File: src/hdl/rcst_pkg.sv
// rcst_pkg: shared types and constants for the refcounted segment table
// used by rcst_cell and refcounted_segment_table, no dependencies
package rcst_pkg;

  localparam int unsigned DEF_ENTRIES    = 64;
  localparam int unsigned DEF_COUNT_BITS = 7;

  localparam int unsigned ID_W        = 32;
  localparam int unsigned SLOT_OUT_W  = 6;
  localparam int unsigned STATUS_W    = 3;
  localparam int unsigned COUNT_OUT_W = 7;
  localparam int unsigned OUT_W       = SLOT_OUT_W + STATUS_W + COUNT_OUT_W;

  localparam logic MODE_OPEN  = 1'b0;
  localparam logic MODE_CLOSE = 1'b1;

  typedef enum logic [STATUS_W-1:0] {
    ST_CREATED   = 3'd0,
    ST_ATTACHED  = 3'd1,
    ST_FULL      = 3'd2,
    ST_INVALID   = 3'd3,
    ST_HELD      = 3'd4,
    ST_RELEASED  = 3'd5,
    ST_NOTFOUND  = 3'd6,
    ST_SATURATED = 3'd7
  } status_e;

  typedef enum logic [1:0] {
    S_IDLE,
    S_SCAN,
    S_DONE
  } fsm_e;

  // flags of a lookup token moving along the cell row
  typedef struct packed {
    logic valid;
    logic hit;
    logic free_found;
  } scan_flags_t;

endpackage

File: src/hdl/rcst_cell.sv
// rcst_cell: one table entry (segment id and count) plus one stage of the lookup row
// depends on rcst_pkg
module rcst_cell
  import rcst_pkg::*;
#(
  parameter int unsigned SLOT_W = 6,
  parameter int unsigned CNT_W  = DEF_COUNT_BITS,
  parameter int unsigned INDEX  = 0
) (
  input  logic              clk_i,
  input  logic              rst_ni,
  input  scan_flags_t       flags_i,
  input  logic [ID_W-1:0]   id_i,
  input  logic [SLOT_W-1:0] hit_slot_i,
  input  logic [CNT_W-1:0]  hit_cnt_i,
  input  logic [SLOT_W-1:0] free_slot_i,
  output scan_flags_t       flags_o,
  output logic [ID_W-1:0]   id_o,
  output logic [SLOT_W-1:0] hit_slot_o,
  output logic [CNT_W-1:0]  hit_cnt_o,
  output logic [SLOT_W-1:0] free_slot_o,
  input  logic              upd_we_i,
  input  logic [SLOT_W-1:0] upd_slot_i,
  input  logic [ID_W-1:0]   upd_id_i,
  input  logic [CNT_W-1:0]  upd_cnt_i
);

  localparam logic [SLOT_W-1:0] MySlot = SLOT_W'(INDEX);

  logic [ID_W-1:0]   ent_id_q;
  logic [CNT_W-1:0]  ent_cnt_q;
  scan_flags_t       flags_d, flags_q;
  logic [ID_W-1:0]   id_q;
  logic [SLOT_W-1:0] hit_slot_d, hit_slot_q;
  logic [CNT_W-1:0]  hit_cnt_d, hit_cnt_q;
  logic [SLOT_W-1:0] free_slot_d, free_slot_q;
  logic              match, take_free;

  always_comb begin
    match      = flags_i.valid && !flags_i.hit && (ent_id_q == id_i);
    take_free  = flags_i.valid && !flags_i.free_found && (ent_id_q == '0);
    flags_d    = flags_i;
    hit_slot_d = hit_slot_i;
    hit_cnt_d  = hit_cnt_i;
    free_slot_d = free_slot_i;
    if (match) begin
      flags_d.hit = 1'b1;
      hit_slot_d  = MySlot;
      hit_cnt_d   = ent_cnt_q;
    end
    if (take_free) begin
      flags_d.free_found = 1'b1;
      free_slot_d        = MySlot;
    end
  end

  always_ff @(posedge clk_i or negedge rst_ni) begin
    if (!rst_ni) begin
      flags_q <= '0;
    end else begin
      flags_q <= flags_d;
    end
  end

  always_ff @(posedge clk_i) begin
    id_q        <= id_i;
    hit_slot_q  <= hit_slot_d;
    hit_cnt_q   <= hit_cnt_d;
    free_slot_q <= free_slot_d;
  end

  always_ff @(posedge clk_i or negedge rst_ni) begin
    if (!rst_ni) begin
      ent_id_q  <= '0;
      ent_cnt_q <= '0;
    end else if (upd_we_i && (upd_slot_i == MySlot)) begin
      ent_id_q  <= upd_id_i;
      ent_cnt_q <= upd_cnt_i;
    end
  end

  assign flags_o     = flags_q;
  assign id_o        = id_q;
  assign hit_slot_o  = hit_slot_q;
  assign hit_cnt_o   = hit_cnt_q;
  assign free_slot_o = free_slot_q;

endmodule

File: config.mk
export PLATFORM = sky130hd
export DESIGN_NAME = rcst_cell
export DESIGN_NICKNAME = d
export VERILOG_FILES = /design/src/hdl/rcst_pkg.sv /design/src/hdl/rcst_cell.sv
export SDC_FILE = /design/constraint.sdc
export NUM_CORES = 1
export LEC_CHECK = 0
export ABC_CLOCK_PERIOD_IN_PS = 2200
export BUFFER_PORTS_ARGS = -buffer_cell sky130_fd_sc_hd__buf_2
export CORE_UTILIZATION = 45
export CTS_CLUSTER_SIZE = 40
export DETAILED_ROUTE_END_ITERATION = 10
export GPL_TIMING_DRIVEN = 0
export PLACE_DENSITY_LB_ADDON = 0.15
export SLEW_MARGIN = 40
export SYNTH_ARGS = -nofsm -noshare
export SYNTH_HDL_FRONTEND = slang
export SYNTH_SLANG_ARGS = --single-unit
File: constraint.sdc
create_clock -name clk_i -period 2.2 [get_ports clk_i]
set_input_delay 0.44 -clock clk_i [delete_from_list [all_inputs] [get_ports clk_i]]
set_output_delay 0.44 -clock clk_i [all_outputs]
set_load 0.01 [all_outputs]
==> flow_summary.json <==
{
  "power_frac_comb_pct": 13.2,
  "grt_usage_pct": 19.1,
  "cp_num_buf_inv": 1,
  "final.min_clock_period_ns": 2.09,
  "cts_inserted_buffers": 9,
  "p_int_mw": 2.58,
  "layout.nets": 489,
  "fin_skew_ns": 0.00490,
  "die_width_um": 86.3,
  "cts.path.max_buffers": 2,
  "cts_tree": "done",
  "die_h_um": 86.3,
  "instances_no_fill": 488,
  "place_inst": 472,
  "final_cell_area_um2": 4280,
  "seqCellArea_um2": 2070,
  "grt_setup_unrepaired": "no",
  "cp_top_family": "simple AND/OR/NAND/NOR gates",
  "worst_pin_slew_ns": 0.657,
  "cp-endpoint": "hit_cnt_o[5]$_DFF_P_",
  "max-vdd-ir-drop_v": 0.000378,
  "clock_sinks": 93,
  "start_kind": "flip-flop",
  "sw_frac_of_total_pct": 24.5,
  "grt_pass1_wl_mm": 10.5,
  "grt-ovfl-total": 0,
  "critPathKind": "reg2reg",
  "syn_inst": 221,
  "p_per_area_nw_per_um2": 798,
  "layout-drive-gt1-share_pct": 58.2,
  "slew_headroom_pct": 56.2,
  "fmax_mhz": 479,
  "ys_ff_latch": 93,
  "r2r_slack_ns": 0.11,
  "cp-startpoint": "ent_id_q[29]$_DFFE_PN0P_",
  "synth_ff_type": "dfxtp_1",
  "seq_area_frac_synth_pct": 64.8,
  "wl_mm": 6.79,
  "drc": 0,
  "n_antenna_cell": 0,
  "path_cells": "xor2_1 -> a221o_1 -> nor4b_2 -> nand4_2 -> buf_6 -> mux2_4",
  "synth.avg_cell_area_um2": 14.5,
  "slowest_delay_ns": 0.42,
  "synth-edff-count": 0,
  "coreArea_um2": 6830,
  "io_pins": 156,
  "timing.rr.end": "hit_cnt_o[5]$_DFF_P_",
  "vias": 2239,
  "start_util_pct": 46.8,
  "synth_nets": 323,
  "final_hold_viol_count": 0,
  "placed_cell_area_um2": 4100,
  "ant_nets": 0,
  "finalSetupViolations": 0,
  "die_area_um2": 7450,
  "crit_path_end_kind": "flip-flop",
  "crit_slowest_cell": "dfrtp_1",
  "hpwl_mm": 5.22,
  "syn_area_um2": 3200,
  "synthArstFlopShare_pct": 45.2,
  "yosysTopAreaCell": "dfrtp_1",
  "yosysMostFrequentCell": "dfxtp_1",
  "hold_buffers": 0,
  "fillers": 616,
  "switching_power_mw": 0.837,
  "grt_pass1_vias": 2231,
  "syn_to_final_growth_pct": 33.9,
  "power.share.clock_pct": 30.1,
  "synth.distinct_cells": 29,
  "drtPass1Iterations": 4,
  "cts.clk_slew.worst_paths_ns": 0.08,
  "power_leakage_nw": 2.12,
  "fp-row-count": 30,
  "grt_max_degree": 43,
  "synth_area_leaders": "dfrtp_1 (33%), dfxtp_1 (32%), mux2_2 (15%)",
  "reg2reg_depth": 6,
  "routedWlPerCell_um": 13.9,
  "outcome": "complete, no violations",
  "maxCapViolations": 0,
  "first_iter_violations": 53,
  "final_util_pct": 62.7,
  "grt_antenna_before_repair": 0,
  "p_total_mw": 3.42,
  "ys.warnings.count": 0,
  "htreeDepth": 3,
  "maxSlewViolCount": 0,
  "multi_input_area_um2": 1080,
  "finalCritPeriodShare_pct": 94.9,
  "rr_startpoint": "ent_id_q[29]$_DFFE_PN0P_",
  "synth_common_cells": "dfxtp_1 (51), mux2_2 (43), dfrtp_1 (42)",
  "pwr-share-seq_pct": 56.7,
  "gp_congestion": 0.753,
  "clockRootBuffer": "clkbuf_8",
  "synth.top_cell.area_share_pct": 32.9,
  "io_buffers": 155,
  "clk_latency_ns": 0.35,
  "cp.required_ns": 2.44,
  "hold_path_class": "in2async",
  "worstPathMaxFanout": 10,
  "vias_per_cell": 4.59,
  "worstPathArrival_ns": 2.33,
  "crit_cells": 6
}
how the worst min path moves through the flow:
stage,start,end,slack [ns]
detailed placement,rst_ni,ent_cnt_q[4]$_DFFE_PN0P_,0.48
floorplan,rst_ni,ent_cnt_q[0]$_DFFE_PN0P_,0.14
finish,rst_ni,ent_cnt_q[4]$_DFFE_PN0P_,0.08
global route,rst_ni,ent_cnt_q[6]$_DFFE_PN0P_,0.12
CTS,rst_ni,ent_cnt_q[6]$_DFFE_PN0P_,0.1
global placement,ent_cnt_q[4]$_DFFE_PN0P_,hit_cnt_o[4]$_DFF_P_,0.48
power groups by stage:
stage	combinational, mW	sequential [mW]	clock [mW]
3_5_place_dp	0.455	1.98	0
6_report	0.450	1.94	1.03
2_1_floorplan	0.224	1.98	0
5_1_grt	0.499	1.96	1.13
3_3_place_gp	0.445	1.97	0
4_1_cts	0.456	1.94	1.07
worst register-to-register path: cells and delay by family (launching register included):
kind                      cells  cell delay, ns
DFF                           1            0.42
AOI/OAI and AO/OA             1            0.28
muxes                         1            0.29
xor gates and xnor gates      1            0.16
and+or+nand+nor               2            0.61
buffers and inverters         1            0.23
registers in the layout, summed over array words and instances (netlist names):
name,cells
ent_id_q,32
id_o,32
ent_cnt_q,7
hit_cnt_o,7
free_slot_o,6
hit_slot_o,6
flags_o,3
metrics by stage:
| step | worst slack [ns] | hold slack [ns] | setup TNS (ns) |
|---|---|---|---|
| final | 0.112 | 0.0822 | 0 |
| after global routing | 0.0166 | 0.119 | 0 |
| after CTS | 0.0796 | 0.0960 | 0 |
| after detailed placement | -0.0889 | 0.479 | -0.263 |
| after global placement | -0.0767 | 0.478 | -0.229 |
| after floorplan | 0.340 | 0.144 | 0 |
what timing repair did:
action                                 4_1_cts  5_1_grt
gates resized for setup                      0        1
buffers inserted                             0        0
endpoints found under the hold margin        0        0
setup endpoints to repair                    0        3
cell families (layout without fill, tap and decap cells):
group | count (synthesis) | after routing | share of synthesized area, %
AND/OR/NAND/NOR | 39 | 39 | 8.45
flip-flops | 93 | 93 | 64.8
AO/OA/AOI/OAI | 5 | 5 | 1.29
XOR/XNOR | 27 | 27 | 7.39
multiplexers | 46 | 46 | 16.5
buffers and inverters | 11 | 182 | 1.56
metal layers:
| metal | GRT usage (%) | wire (um) | vias to the layer above |
|---|---|---|---|
| li1 | - | - | 1098 |
| met5 | 0 | 0 | - |
| met3 | 5.62 | 469 | 8 |
| met4 | 7.58 | 93 | 0 |
| met2 | 31.5 | 3380 | 90 |
| met1 | 23.7 | 2840 | 1043 |
cells in the final DEF, fill, tap and decap left out, types with 2 or more instances in the layout:
master / count
nor4_1: 6
nor3_1: 2
nand2_1: 2
dfrtp_1: 42
nor4_2: 2
dfxtp_1: 51
inv_1: 6
and2_2: 6
mux2_4: 3
o22ai_1: 2
clkbuf_1: 5
xor2_1: 3
nor2b_1: 6
xnor2_1: 24
mux2_2: 43
clkbuf_8: 11
nor4b_1: 2
buf_2: 155
clkinvlp_4: 2
nand4_1: 6
cell type report:
type | count | area share (%)
flip-flops and latches | 93 | 48.4
multi-input cells | 117 | 25.3
repair buffers | 155 | 18.2
clock buffers | 13 | 3.71
well taps | 96 | 2.80
plain buffers | 5 | 0.643
inverters | 6 | 0.526
clock inverters | 3 | 0.467
(Power assumes the default switching activity.)
